$ cat src/hdl/rbf_pkg.sv
// Package for the Gaussian RBF kernel block.
// Holds widths, the back-end state type, queue types and the exp2 coefficient functions.
// No dependencies.
package rbf_pkg;

   localparam int ELEM_W                 = 16;
   localparam int SQ_W                   = 32;
   localparam int ACC_W                  = 48;
   localparam int INV_W                  = 32;
   localparam int KV_W                   = 17;
   localparam int X_RANGE_BIT            = 20;
   localparam int QUEUE_DEPTH            = 4;
   localparam int EXP_TABLE_BITS_DEFAULT = 8;
   localparam logic [INV_W-1:0] INV_WIDTH_RESET = 32'h0001_0000;
   localparam logic [30:0]      LOG2E_Q30       = 31'd1549082005;
   localparam logic [KV_W-1:0]  KV_ONE          = 17'h1_0000;

   typedef enum logic [2:0] {
      ST_IDLE,
      ST_MUL_LO,
      ST_MUL_HI,
      ST_SCALE,
      ST_EXPO,
      ST_STEP,
      ST_ROUND
   } back_state_type;

   typedef struct packed {
      logic             valid;
      logic [ACC_W-1:0] distance;
   } q_push_type;

   typedef struct packed {
      logic not_empty;
      logic room;
   } q_status_type;

   function automatic logic [63:0] isqrt64(input logic [63:0] v_in);
      logic [63:0] v;
      logic [63:0] r;
      logic [63:0] b;
      v = v_in;
      r = '0;
      b = 64'h4000_0000_0000_0000;
      for (int i = 0; i < 32; i++) begin
         if (v >= r + b) begin
            v = v - (r + b);
            r = (r >> 1) + b;
         end else begin
            r = r >> 1;
         end
         b = b >> 2;
      end
      return r;
   endfunction

   // Coefficient c_idx approximates 2^-(2^-idx) in Q0.32.
   function automatic logic [31:0] exp_coef(input int idx);
      logic [63:0] c;
      c = 64'h0000_0000_8000_0000;
      for (int j = 1; j <= idx; j++) begin
         c = isqrt64(c << 32);
      end
      return c[31:0];
   endfunction

endpackage

$ cat src/hdl/rbf_if.sv
// Channel interfaces for the Gaussian RBF kernel block: element pairs in, kernel values out.
// Depends on rbf_pkg.
interface rbf_req_if;
   logic                              valid;
   logic                              ready;
   logic signed [rbf_pkg::ELEM_W-1:0] elem_a;
   logic signed [rbf_pkg::ELEM_W-1:0] elem_b;
   logic                              last;

   modport source (output valid, elem_a, elem_b, last, input ready);
   modport sink (input valid, elem_a, elem_b, last, output ready);
endinterface


$ cat src/hdl/rbf_front.sv
// Front end: accepts element pairs, squares the difference and accumulates with saturation.
// On the last pair it pushes the distance into the queue. Depends on rbf_pkg and rbf_if.
module rbf_front (
   input  logic                  clock,
   input  logic                  reset,
   rbf_req_if.sink               req_chan,
   input  rbf_pkg::q_status_type q_status,
   output rbf_pkg::q_push_type   q_push
);

   logic                         accept;
   logic signed [rbf_pkg::ELEM_W:0] diff;
   logic [rbf_pkg::ELEM_W:0]     mag_full;
   logic [rbf_pkg::ELEM_W-1:0]   mag;
   logic [rbf_pkg::ACC_W:0]      sum;
   logic [rbf_pkg::ACC_W-1:0]    acc_sat;

   logic                         vld_ff, vld_in;
   logic                         last_ff, last_in;
   logic [rbf_pkg::SQ_W-1:0]     sq_ff, sq_in;
   logic [rbf_pkg::ACC_W-1:0]    acc_ff, acc_in;

   assign req_chan.ready = q_status.room;
   assign accept = req_chan.valid && req_chan.ready;

   always_comb begin
      diff = {req_chan.elem_a[rbf_pkg::ELEM_W-1], req_chan.elem_a}
           - {req_chan.elem_b[rbf_pkg::ELEM_W-1], req_chan.elem_b};
      mag_full = diff[rbf_pkg::ELEM_W] ? (~diff + 1'b1) : diff;
      mag = mag_full[rbf_pkg::ELEM_W-1:0];
      vld_in = accept;
      last_in = req_chan.last;
      sq_in = mag * mag;
   end

   always_comb begin
      sum = {1'b0, acc_ff} + {{(rbf_pkg::ACC_W-rbf_pkg::SQ_W+1){1'b0}}, sq_ff};
      acc_sat = sum[rbf_pkg::ACC_W] ? {rbf_pkg::ACC_W{1'b1}} : sum[rbf_pkg::ACC_W-1:0];
      acc_in = acc_ff;
      if (vld_ff) begin
         acc_in = last_ff ? '0 : acc_sat;
      end
      q_push.valid = vld_ff && last_ff;
      q_push.distance = acc_sat;
   end

   always_ff @(posedge clock) begin
      if (reset) begin
         vld_ff <= 1'b0;
         acc_ff <= '0;
      end else begin
         vld_ff <= vld_in;
         acc_ff <= acc_in;
      end
   end

   always_ff @(posedge clock) begin
      if (accept) begin
         last_ff <= last_in;
         sq_ff <= sq_in;
      end
   end

   a_acc_clears: assert property (@(posedge clock) disable iff (reset)
      (vld_ff && last_ff) |=> (acc_ff == '0))
      else $error("accumulator not cleared after a vector end");

endmodule

$ cat src/flat_wrapper.sv
// flat-port wrapper written by rule: the top's interface ports become plain ports
module rbf_front_flat 
  (clock, reset, q_status, q_push, req_chan_valid, req_chan_elem_a, req_chan_elem_b, req_chan_last, req_chan_ready);
  rbf_req_if req_chan_i ();
  input  logic clock;
  input  logic reset;
  input  rbf_pkg::q_status_type q_status;
  output rbf_pkg::q_push_type q_push;
  input wire logic [$bits(req_chan_i.valid)-1:0] req_chan_valid;
  input wire logic [$bits(req_chan_i.elem_a)-1:0] req_chan_elem_a;
  input wire logic [$bits(req_chan_i.elem_b)-1:0] req_chan_elem_b;
  input wire logic [$bits(req_chan_i.last)-1:0] req_chan_last;
  output wire logic [$bits(req_chan_i.ready)-1:0] req_chan_ready;
  assign req_chan_i.valid = req_chan_valid;
  assign req_chan_i.elem_a = req_chan_elem_a;
  assign req_chan_i.elem_b = req_chan_elem_b;
  assign req_chan_i.last = req_chan_last;
  assign req_chan_ready = req_chan_i.ready;
  rbf_front u_core (.clock(clock), .reset(reset), .req_chan(req_chan_i), .q_status(q_status), .q_push(q_push));
endmodule
$ cat config.mk
export PLATFORM = sky130hd
export DESIGN_NAME = rbf_front_flat
export DESIGN_NICKNAME = d
export VERILOG_FILES = /design/src/hdl/rbf_pkg.sv /design/src/hdl/rbf_if.sv /design/src/hdl/rbf_front.sv /design/src/flat_wrapper.sv
export SDC_FILE = /design/constraint.sdc
export NUM_CORES = 1
export LEC_CHECK = 0
export ABC_AREA = 0
export BUFFER_PORTS_ARGS = -buffer_cell sky130_fd_sc_hd__buf_2
export CORE_MARGIN = 3
export CORE_UTILIZATION = 36
export DETAILED_ROUTE_END_ITERATION = 8
export SLEW_MARGIN = 20
export SYNTH_ARGS = -nofsm -noshare
export SYNTH_HDL_FRONTEND = slang
export SYNTH_SLANG_ARGS = --single-unit
$ cat constraint.sdc
create_clock -name clock -period 8.2 [get_ports clock]
set_input_delay 0.41 -clock clock [delete_from_list [all_inputs] [get_ports clock]]
set_output_delay 0.41 -clock clock [all_outputs]
set_load 0.01 [all_outputs]
==> metrics.yaml <==
worst_setup_path:
  slowest_delay_ps: 570
  cp.arrival_ps: 8080
  crit_path_end: "u_core.sq_ff[31]"
  reg2reg_slack_ps: 4180
  start_kind: "primary input"
  critPathMaxFanout: 5
  crit_buf_inv: 5
  r2r.worst_path.cells: 12
  cp_common_cell: "fa_1"
  setup.worst_path.start: "req_chan_elem_b[0]"
  worstPathRequired_ps: 8290
  critical_path_class: "in2reg"
  cp-end-kind: "flop"
  path_delay_family: "adder cells"
  crit_slowest_cell: "fa_1"
  cp.depth: 32
  reg2reg_to: "u_core.acc_ff[30]"
  r2r-start: "u_core.sq_ff[0]"
yosys:
  synth-main-ff-cell: "dfxtp_1"
  synth_edf_count: 32
  synth_warnings: 0
  synth_compound_area_share_pct: 16.01
  async_reset_ff_share_pct: 0
  ys_seq_area_share_pct: 14.72
  avgSynthCellArea_um2: 8.661
  synth_fa_ha_area_share_pct: 38.80
  synth_top_family_by_area: "adder cells"
  synthesis.area_um2: 13190
  synth_area_leaders: "fa_1 (25%), ha_1 (14%), inv_1 (7.8%)"
  synthCells: 1523
  synth.top_cell.area_share_pct: 25.04
  syn-num-nets: 1871
  synth-simple-area-share_pct: 14.87
  netlist.top_cell.by_area: "fa_1"
  ys_ff_latch: 81
  synth-xor-area-share_pct: 5.976
  synthMuxAreaShare_pct: 0.3225
  synth_cell_types: 90
finish:
  antenna_cells: 0
  layout_common_cells: "inv_1 (258), buf_4 (203), fa_1 (156)"
  nets: 2135
  final_common_cell: "inv_1"
  fill_cells: 3487
  synthToLayoutAreaGrowth_pct: 25.65
  drive_gt1_share_pct: 25.28
worst_hold_path:
  hold_path_class: "in2reg"
clocking:
  clock-sinks: 81
  cts_hold_buf: 0
  htreeDepth: 3
  numCtsBuffers: 9
  clockBufferDepth: 2
  cts_tree: "built"
  clk_pin_slew_ps: 60
  root_buffer: "clkbuf_16"
  insertion_delay_ps: 350
timing:
  finClkSkew_ps: 9.283
  drv_slew: 0
  setup_viol: 0
  fmax_mhz: 125.1
  min_period_ps: 7993
  finalCritPeriodShare_pct: 97.47
  rsz0062_at_grt: "yes"
  finalHoldWorstSlack_ps: 255.7
  setup_tns_ps: 0
  tightest_slew_ps: 751.8
  relSlewSlack_pct: 49.58
  hold_viol: 0
floorplan:
  ios: 88
  start_util_pct: 36.82
  fp.dieH_um: 197.4
  dieWidth_um: 197.4
  std_cell_rows: 69
  dieArea_um2: 38970
  design.core.area_um2: 35830
global_routing:
  antenna_found_initial: 0
  grt_pass1_vias: 11220
  grt_start_max_net_pins: 45
  grt_overflow: 0
  grt_pass1_wl_um: 52970
  track_usage_pct: 16.25
drt:
  vias_per_cell: 4.917
  drc_errors: 0
  ant_nets: 0
  wire_per_inst_um: 14.13
  dr.first_iter.drc_count: 364
  vias: 11080
  first_pass_iters: 5
  finalWirelength_um: 31840
run:
  drv_cap: 0
placed_design:
  port_buffers: 86
  place_congestion: 0.8806
  hpwl_um: 27110
run_status:
  status: "complete, no violations"
[worst min path at each step]
stage                                  from                 to  cells past startpoint
after floorplan            u_core.acc_ff[0]   u_core.acc_ff[0]                      1
after global placement    u_core.acc_ff[24]  u_core.acc_ff[24]                      1
after detailed placement  u_core.acc_ff[27]  u_core.acc_ff[27]                      1
after CTS                     req_chan_last     u_core.last_ff                      1
after global routing          req_chan_last     u_core.last_ff                      1
final                         req_chan_last     u_core.last_ff                      1
[cell usage after synthesis (all sizes together) (25+ instances only)]
master    n
o21ai    55
ha      145
a22o     33
clkbuf   31
nor2    137
xor2     31
xnor2    53
edfxtp   32
fa      165
nand3    25
dfxtp    49
inv     278
a21o     36
a21oi    89
nand2   114
[sequential cells by signal (all words and copies together) (netlist names)]
signal / flops
u_core.last_ff: 1
u_core.acc_ff: 48
u_core.vld_ff: 1
u_core.sq_ff: 31
[per-layer routing]
| metal | share of wire, % | GRT usage, % | vias to the layer above |
|---|---|---|---|
| li1 | - | - | 5583 |
| met1 | 47 | 21.86 | 5279 |
| met2 | 48 | 28.49 | 189 |
| met3 | 3.2 | 1.364 | 27 |
| met4 | 1.4 | 3.933 | 0 |
| met5 | 0 | 0 | - |
[layout make-up]
type / count / area, um2 / share of cell area [%]
multi-input combinational: 1121 / 10630 / 64.13
tap: 461 / 576.8 / 3.480
sequential: 81 / 1942 / 11.72
clock buffer: 12 / 277.8 / 1.676
timing repair buffer: 295 / 2066 / 12.46
clock inverter: 4 / 31.28 / 0.1887
inverter: 279 / 1052 / 6.349
[metrics by stage]
stage               setup slack (ps)  util, %  area (um2)  instances
finish                         207.4    46.26       16570       2253
detailed placement            -368.1    44.27       15860       2221
global route                  -108.1    46.26       16570       2253
CTS                            15.93    45.15       16180       2237
floorplan                      1.547        -       13590       1523
global placement              -250.5    44.25       15860       2221
[timing repair]
action,CTS,global route
pin swaps,0,64
gates cloned,0,1
gates resized for setup,1,61
setup endpoints to repair,1,7
buffers inserted,0,15
[cell families after synthesis]
logic type | count (synthesis)
fa+ha+maj | 310
flops | 81
xor+xnor | 85
compound gates | 311
mux | 4
buf+inv | 321
simple gates | 411
Power is not shown: default switching activity piles up to over one toggle a cycle in this logic, so the estimate is an artifact.
