**src/hdl/rbf_pkg.sv**
```systemverilog
// Package for the Gaussian RBF kernel block.
// Holds widths, the back-end state type, queue types and the exp2 coefficient functions.
// No dependencies.
package rbf_pkg;

   localparam int ELEM_W                 = 16;
   localparam int SQ_W                   = 32;
   localparam int ACC_W                  = 48;
   localparam int INV_W                  = 32;
   localparam int KV_W                   = 17;
   localparam int X_RANGE_BIT            = 20;
   localparam int QUEUE_DEPTH            = 4;
   localparam int EXP_TABLE_BITS_DEFAULT = 8;
   localparam logic [INV_W-1:0] INV_WIDTH_RESET = 32'h0001_0000;
   localparam logic [30:0]      LOG2E_Q30       = 31'd1549082005;
   localparam logic [KV_W-1:0]  KV_ONE          = 17'h1_0000;

   typedef enum logic [2:0] {
      ST_IDLE,
      ST_MUL_LO,
      ST_MUL_HI,
      ST_SCALE,
      ST_EXPO,
      ST_STEP,
      ST_ROUND
   } back_state_type;

   typedef struct packed {
      logic             valid;
      logic [ACC_W-1:0] distance;
   } q_push_type;

   typedef struct packed {
      logic not_empty;
      logic room;
   } q_status_type;

   function automatic logic [63:0] isqrt64(input logic [63:0] v_in);
      logic [63:0] v;
      logic [63:0] r;
      logic [63:0] b;
      v = v_in;
      r = '0;
      b = 64'h4000_0000_0000_0000;
      for (int i = 0; i < 32; i++) begin
         if (v >= r + b) begin
            v = v - (r + b);
            r = (r >> 1) + b;
         end else begin
            r = r >> 1;
         end
         b = b >> 2;
      end
      return r;
   endfunction

   // Coefficient c_idx approximates 2^-(2^-idx) in Q0.32.
   function automatic logic [31:0] exp_coef(input int idx);
      logic [63:0] c;
      c = 64'h0000_0000_8000_0000;
      for (int j = 1; j <= idx; j++) begin
         c = isqrt64(c << 32);
      end
      return c[31:0];
   endfunction

endpackage

```
**src/hdl/rbf_queue.sv**
```systemverilog
// Short distance queue between the front end and the back end.
// Depends on rbf_pkg.
module rbf_queue (
   input  logic                        clock,
   input  logic                        reset,
   input  rbf_pkg::q_push_type         q_push,
   input  logic                        pop,
   output rbf_pkg::q_status_type       q_status,
   output logic [rbf_pkg::ACC_W-1:0]   head
);

   localparam int DEPTH = rbf_pkg::QUEUE_DEPTH;
   localparam int PTR_W = $clog2(DEPTH);
   localparam int CNT_W = $clog2(DEPTH + 1);

   logic [rbf_pkg::ACC_W-1:0] entry_ff [DEPTH];
   logic [PTR_W-1:0]          wr_ptr_ff, wr_ptr_in;
   logic [PTR_W-1:0]          rd_ptr_ff, rd_ptr_in;
   logic [CNT_W-1:0]          count_ff, count_in;

   always_comb begin
      wr_ptr_in = q_push.valid ? wr_ptr_ff + 1'b1 : wr_ptr_ff;
      rd_ptr_in = pop ? rd_ptr_ff + 1'b1 : rd_ptr_ff;
      count_in = count_ff;
      if (q_push.valid && !pop) begin
         count_in = count_ff + 1'b1;
      end else if (!q_push.valid && pop) begin
         count_in = count_ff - 1'b1;
      end
      q_status.not_empty = (count_ff != '0);
      q_status.room = (count_ff <= CNT_W'(DEPTH - 2));
      head = entry_ff[rd_ptr_ff];
   end

   always_ff @(posedge clock) begin
      if (reset) begin
         wr_ptr_ff <= '0;
         rd_ptr_ff <= '0;
         count_ff <= '0;
      end else begin
         wr_ptr_ff <= wr_ptr_in;
         rd_ptr_ff <= rd_ptr_in;
         count_ff <= count_in;
      end
   end

   always_ff @(posedge clock) begin
      if (q_push.valid) begin
         entry_ff[wr_ptr_ff] <= q_push.distance;
      end
   end

   a_no_overflow: assert property (@(posedge clock) disable iff (reset)
      q_push.valid |-> (count_ff < CNT_W'(DEPTH) || pop))
      else $error("distance queue overflow");

   a_no_underflow: assert property (@(posedge clock) disable iff (reset)
      pop |-> (count_ff != '0))
      else $error("distance queue underflow");

endmodule

```
**config.mk**
```make
export PLATFORM = sky130hd
export DESIGN_NAME = rbf_queue
export DESIGN_NICKNAME = d
export VERILOG_FILES = /design/src/hdl/rbf_pkg.sv /design/src/hdl/rbf_queue.sv
export SDC_FILE = /design/constraint.sdc
export NUM_CORES = 1
export LEC_CHECK = 0
export BUFFER_PORTS_ARGS = -buffer_cell sky130_fd_sc_hd__buf_4
export CAP_MARGIN = 20
export CORE_MARGIN = 4
export CORE_UTILIZATION = 53
export CTS_BUF_LIST = sky130_fd_sc_hd__clkbuf_4
export CTS_CLUSTER_SIZE = 40
export DETAILED_ROUTE_END_ITERATION = 10
export HOLD_SLACK_MARGIN = 0.08
export PLACE_DENSITY = 0.77
export SLEW_MARGIN = 10
export SYNTH_ARGS = -nofsm -noshare
export SYNTH_HDL_FRONTEND = slang
export SYNTH_SLANG_ARGS = --single-unit
```
**constraint.sdc**
```tcl
create_clock -name clock -period 2.2 [get_ports clock]
set_input_delay 0.11 -clock clock [delete_from_list [all_inputs] [get_ports clock]]
set_output_delay 0.11 -clock clock [all_outputs]
set_load 0.02 [all_outputs]
```
==> results of run 1 <==
[flip-flops by register name, summed over array words and instances, names as in the netlist, named ones only]
name,cells
rd_ptr_ff,2
count_ff,3
wr_ptr_ff,2
entry_ff,192
[worst max-delay path, delay by kind of cell, from the launching register on]
kind,cells,cell delay (ns)
muxes,1,0.54
buffers and inverters,2,0.42
DFF,1,0.41
[final cells by class]
cell class	instances	share of cell area
well taps	176	0.02300
inverters	4	0.001568
flip-flops and latches	201	0.6215
clock inverters	13	0.007841
multi-input cells	78	0.1373
repair buffers	167	0.1577
clock buffers	65	0.05097
[metal layers]
layer	vias to the layer above	wire length [um]
li1	1675	-
met1	1840	5747
met2	115	7119
met3	23	678
met4	0	255
met5	-	0
[cell families (layout without fill, tap and decap cells)]
kind of cell	after synthesis	after routing	synth area share
simple gates	14	14	0.009197
mux	50	50	0.1499
buf+inv	15	249	0.01226
xor+xnor	5	5	0.005963
fa+ha+maj	6	6	0.01124
flops	201	201	0.8094
compound gates	3	3	0.002043
[final timing paths]
path / slack, ns / end / cells after the start / from
max: 0.13 / head[7] / 3 / flop
min: 0.23 / entry_ff[3][24]$_DFFE_PP_ / 2 / q_push[24]
max reg2reg: 0.66 / entry_ff[0][34]$_DFFE_PP_ / 4 / wr_ptr_ff[0]$_SDFFE_PP0P_
min reg2reg: 0.50 / count_ff[2]$_SDFFE_PP0P_ / 2 / count_ff[2]$_SDFFE_PP0P_
[power by group]
part           total, mW  switching [mW]  internal [mW]
Combinational       1.18           0.585          0.590
Sequential          4.45          0.0554           4.39
Clock               2.79            1.32           1.47
Total               8.42            1.96           6.45
[stage by stage]
stage                     setup WS (ns)  area [um^2]  utilization  hold slack, ns  std cells
after floorplan                 0.09996         7346            -          0.2089        294
after global placement           0.5943         8412       0.6277          0.3081        572
after detailed placement         0.6034         8412       0.6277          0.3132        572
after CTS                       0.03734         9530       0.7112          0.1809        703
after global routing          0.0002340         9574       0.7145          0.1870        704
final                            0.1257         9574       0.7145          0.2281        704
[timing repair]
action / CTS / global route
endpoints found under the hold margin: 201 / 0
endpoints found under the setup margin: 48 / 2
cloned: 1 / 1
resized for setup: 2 / 5
hold buffers: 52 / 0
[cell usage in the layout, fill, tap and decap left out]
master and instances:
dfxtp_4 1, mux4_2 48, mux2i_1 2, inv_1 4, nand2_1 1, bufinv_16 1
edfxtp_1 192, buf_4 103, o21ai_0 1, and2_2 4, dfxtp_2 1, buf_12 4
ha_1 5, fa_1 1, clkinv_1 11, nor2_1 7, xor2_1 3, xnor2_1 2
dfxtp_1 7, a21oi_1 2, dlygate4sd3_1 52, clkbuf_4 65, buf_6 5, clkbuf_16 1
inv_2 1, or3_1 2, buf_16 2
==> out/qor.yml, run 1 <==
grt_start_max_net_pins: 31
drv_cap: 0
first_pass_iters: 4
clockBufferDepth: 3
fin_tns_setup_ns: 0
synth.most_common_cell: "edfxtp_1"
ys_seq_area_frac: 0.8094
synth_area_um2: 7346
gp_congestion: 0.7122
start_util: 0.5482
die_y_um: 125.7
overflow: 0
start_kind: "flop"
vias: 3653
nNetsFinal: 558
cts_root_buf: "clkbuf_4"
antenna_found_initial: 0
tightest_slew_ns: 0.4265
rsz0062_at_grt: "no"
relSlewSlack: 0.7157
drt_iter0_markers: 171
wl_per_cell_um: 19.60
cts_buffers: 48
die-area_um2: 15810
power_density_nw_per_um2: 878.9
slowest_stage: "mux4_2"
fmax_ghz: 0.4821
diodes: 0
viasPerCell: 5.189
syn_area_per_cell_um2: 24.99
grtUsageMet3: 0.04445
worstPathCellList: "buf_16, mux4_2, buf_4"
synth_edf_count: 192
rows: 42
cp.arrival_ns: 1.96
grt_pass1_vias: 4210
cts_setup_buffers: 0
post-route-min-period_ns: 2.074
synth_nets: 352
fin_crit_sh: 0.9429
critPathMaxFanout: 24
core_area_um2: 13400
synth.top_cell.area_share: 0.7849
synth_cell_types: 19
irDropWorstVdd_mv: 0.6381
nFillCells: 813
use_met2: 0.3040
ys_ff_latch: 201
hold_viol_final: 0
synth_warnings: 0
critPathKind: "reg -> out"
area_delta_synth_final_pct: 30.34
clk_pin_slew_ns: 0.07
clock_latency_ns: 0.63
clkSinkCount: 201
hold_class: "in -> reg"
endpoint_kind: "output port"
htreeDepth: 2
drt-total-wl_um: 13800
die_w_um: 125.7
yosys.area.top_type: "edfxtp_1"
dpl.hpwl_um: 7906
multi_input_area_um2: 1315
max_stage_delay_ns: 0.54
drive_gt1_frac: 0.4470
status: "finished, final reports clean"
ant_nets: 0
required_ns: 2.09
ys_top_cells_by_count: "edfxtp_1 (192), mux4_2 (48), dfxtp_1 (9), nor2_1 (7), ha_1 (5)"
synthFlopType: "edfxtp_1"
grt_pass1_wl_um: 21940
finalPower_mw: 8.415
cts_tree: "done"
grt_busiest_layer: "met2"
ios: 102
synth_area_leaders: "edfxtp_1 (78%), mux4_2 (15%), dfxtp_1 (2.5%), ha_1 (0.85%), buf_6 (0.46%)"
synthCells: 294
use_met1: 0.2303
p_leak_nw: 3.380
regArea_um2: 5951
slew_violations: 0
portBuffers: 101
finalSetupViolCount: 0
grt_use_total: 0.1804
finalClockSkew_ns: 0.04669
ys_async_sr_fraction: 0
drc_errors: 0
No activity file was read; power rests on OpenSTA's default activity.
==> inputs of run 2 (changes only) <==
ABC_CLOCK_PERIOD_IN_PS = 2200   (was default)
PLACE_DENSITY = 0.81   (was 0.77)
==> out/qor.yml, run 2 (same netlist as run 1, synthesis figures left out) <==
area_delta_synth_final_pct: 30.40
gp_congestion: 0.7155
fmax_ghz: 0.4815
htreeDepth: 2
clock_latency_ns: 0.61
finalClockSkew_ns: 0.01882
antenna_found_initial: 1
postLayoutCellArea_um2: 9579
viasPerCell: 5.242
clockBufferDepth: 3
cts_root_buf: "clkbuf_4"
critPathMaxFanout: 20
ant_nets: 0
hold_class: "in -> reg"
vias: 3732
grt_start_max_net_pins: 35
p_leak_nw: 3.398
cts_tree: "done"
cp.arrival_ns: 1.97
utilization: 0.7148
grtUsageMet3: 0.06181
fin_crit_sh: 0.9440
placed_area_um2: 8427
largest_reg_flops: 192
grt_use_total: 0.1836
overflow: 0
grt_pass1_wl_um: 22260
top_register: "entry_ff"
drt-total-wl_um: 13890
rows: 42
use_met1: 0.2294
finalSetupViolCount: 0
ios: 102
drt_iter0_markers: 206
nFillCells: 797
critPathKind: "reg -> out"
portBuffers: 101
wl_per_cell_um: 19.51
die-area_um2: 15810
use_met2: 0.3103
hold_viol_final: 0
core_area_um2: 13400
start_util: 0.5482
dpl.hpwl_um: 8610
power_density_nw_per_um2: 886.0
slew_violations: 0
irDropWorstVdd_mv: 0.5999
clk_pin_slew_ns: 0.07
cts_buffers: 47
clkSinkCount: 201
nNetsFinal: 561
die_w_um: 125.7
endpoint_kind: "output port"
status: "finished, final reports clean"
drv_cap: 0
die_y_um: 125.7
required_ns: 2.09
fin_tns_setup_ns: 0
start_kind: "flop"
layout_common_cells: "edfxtp_1 (192), buf_4 (112), clkbuf_4 (70)"
top_regs: "entry_ff x192, count_ff x3"
grt_busiest_layer: "met2"
relSlewSlack: 0.6828
rsz0062_at_grt: "no"
drc_errors: 0
drive_gt1_frac: 0.4561
grt_pass1_vias: 4224
tightest_slew_ns: 0.4758
post-route-min-period_ns: 2.077
first_pass_iters: 4
final_common_cell: "edfxtp_1"
## run 2: changes by cell type in the layout (fill, tap and decap cells not counted)
| cell | before | now |
|---|---|---|
| buf_6 | 5 | 1 |
| buf_4 | 103 | 112 |
| clkbuf_16 | 1 | 0 |
| buf_16 | 2 | 0 |
| clkinv_1 | 11 | 9 |
| diode_2 | 0 | 1 |
| dlygate4sd3_1 | 52 | 53 |
| buf_12 | 4 | 5 |
| clkbuf_4 | 65 | 70 |
## run 2: routing by layer
layer | share of wire | vias to the layer above
met5 | 0 | -
met4 | 0.016 | 0
met3 | 0.067 | 25
met2 | 0.52 | 126
met1 | 0.40 | 1885
li1 | - | 1696
## run 2: stage by stage
stage          instances  power [mW]  setup slack (ns)  hold WS [ns]
2_1_floorplan        294       5.134           0.09996        0.2089
5_1_grt              712       8.895         0.0006644        0.1850
4_1_cts              711       8.598           0.05238        0.1756
3_5_place_dp         574       5.617            0.5403        0.3118
3_3_place_gp         574       5.574            0.5755        0.3077
6_report             712       8.487            0.1232        0.2365
## run 2: path summary, 6_finish.rpt
check                                               start                        end  slack [ns]  cells after the start
worst max-delay path                                 flop                   head[16]        0.12                      3
worst min-delay path                           q_push[32]  entry_ff[0][32]$_DFFE_PP_        0.24                      2
worst max register to register  wr_ptr_ff[0]$_SDFFE_PP0P_  entry_ff[1][11]$_DFFE_PP_        0.64                      3
worst min register to register  rd_ptr_ff[1]$_SDFFE_PP0P_  rd_ptr_ff[1]$_SDFFE_PP0P_        0.55                      2
## run 2: worst max-delay path, cell delays in order, from the launching register on
cell and delay [ns]:
dfxtp_4 0.40, buf_12 0.21, mux4_2 0.57, buf_6 0.16
## run 2: what timing repair did
action	in CTS	in global routing
resized for setup	0	1
hold endpoints to repair	201	0
gates cloned	0	0
setup endpoints to repair	36	1
pin swaps	0	0
buffers inserted	3	0
hold buffers	53	0
## run 2: layout make-up
| cell class | instances | area (um^2) | area share |
|---|---|---|---|
| sequential | 201 | 5951 | 0.6212 |
| timing repair buffer | 171 | 1483 | 0.1548 |
| multi-input combinational | 78 | 1315 | 0.1373 |
| clock buffer | 70 | 525.5 | 0.05486 |
| tap | 176 | 220.2 | 0.02299 |
| clock inverter | 11 | 67.56 | 0.007053 |
| inverter | 4 | 15.01 | 0.001567 |
| antenna | 1 | 2.502 | 0.0002612 |
## run 2: where the power goes
group | leakage [nW] | switching (mW) | total [mW] | internal, mW
clock | 0.355 | 1.32 | 2.88 | 1.56
sequential | 1.84 | 0.0615 | 4.45 | 4.39
combinational | 1.20 | 0.579 | 1.16 | 0.577
total | 3.40 | 1.96 | 8.49 | 6.53
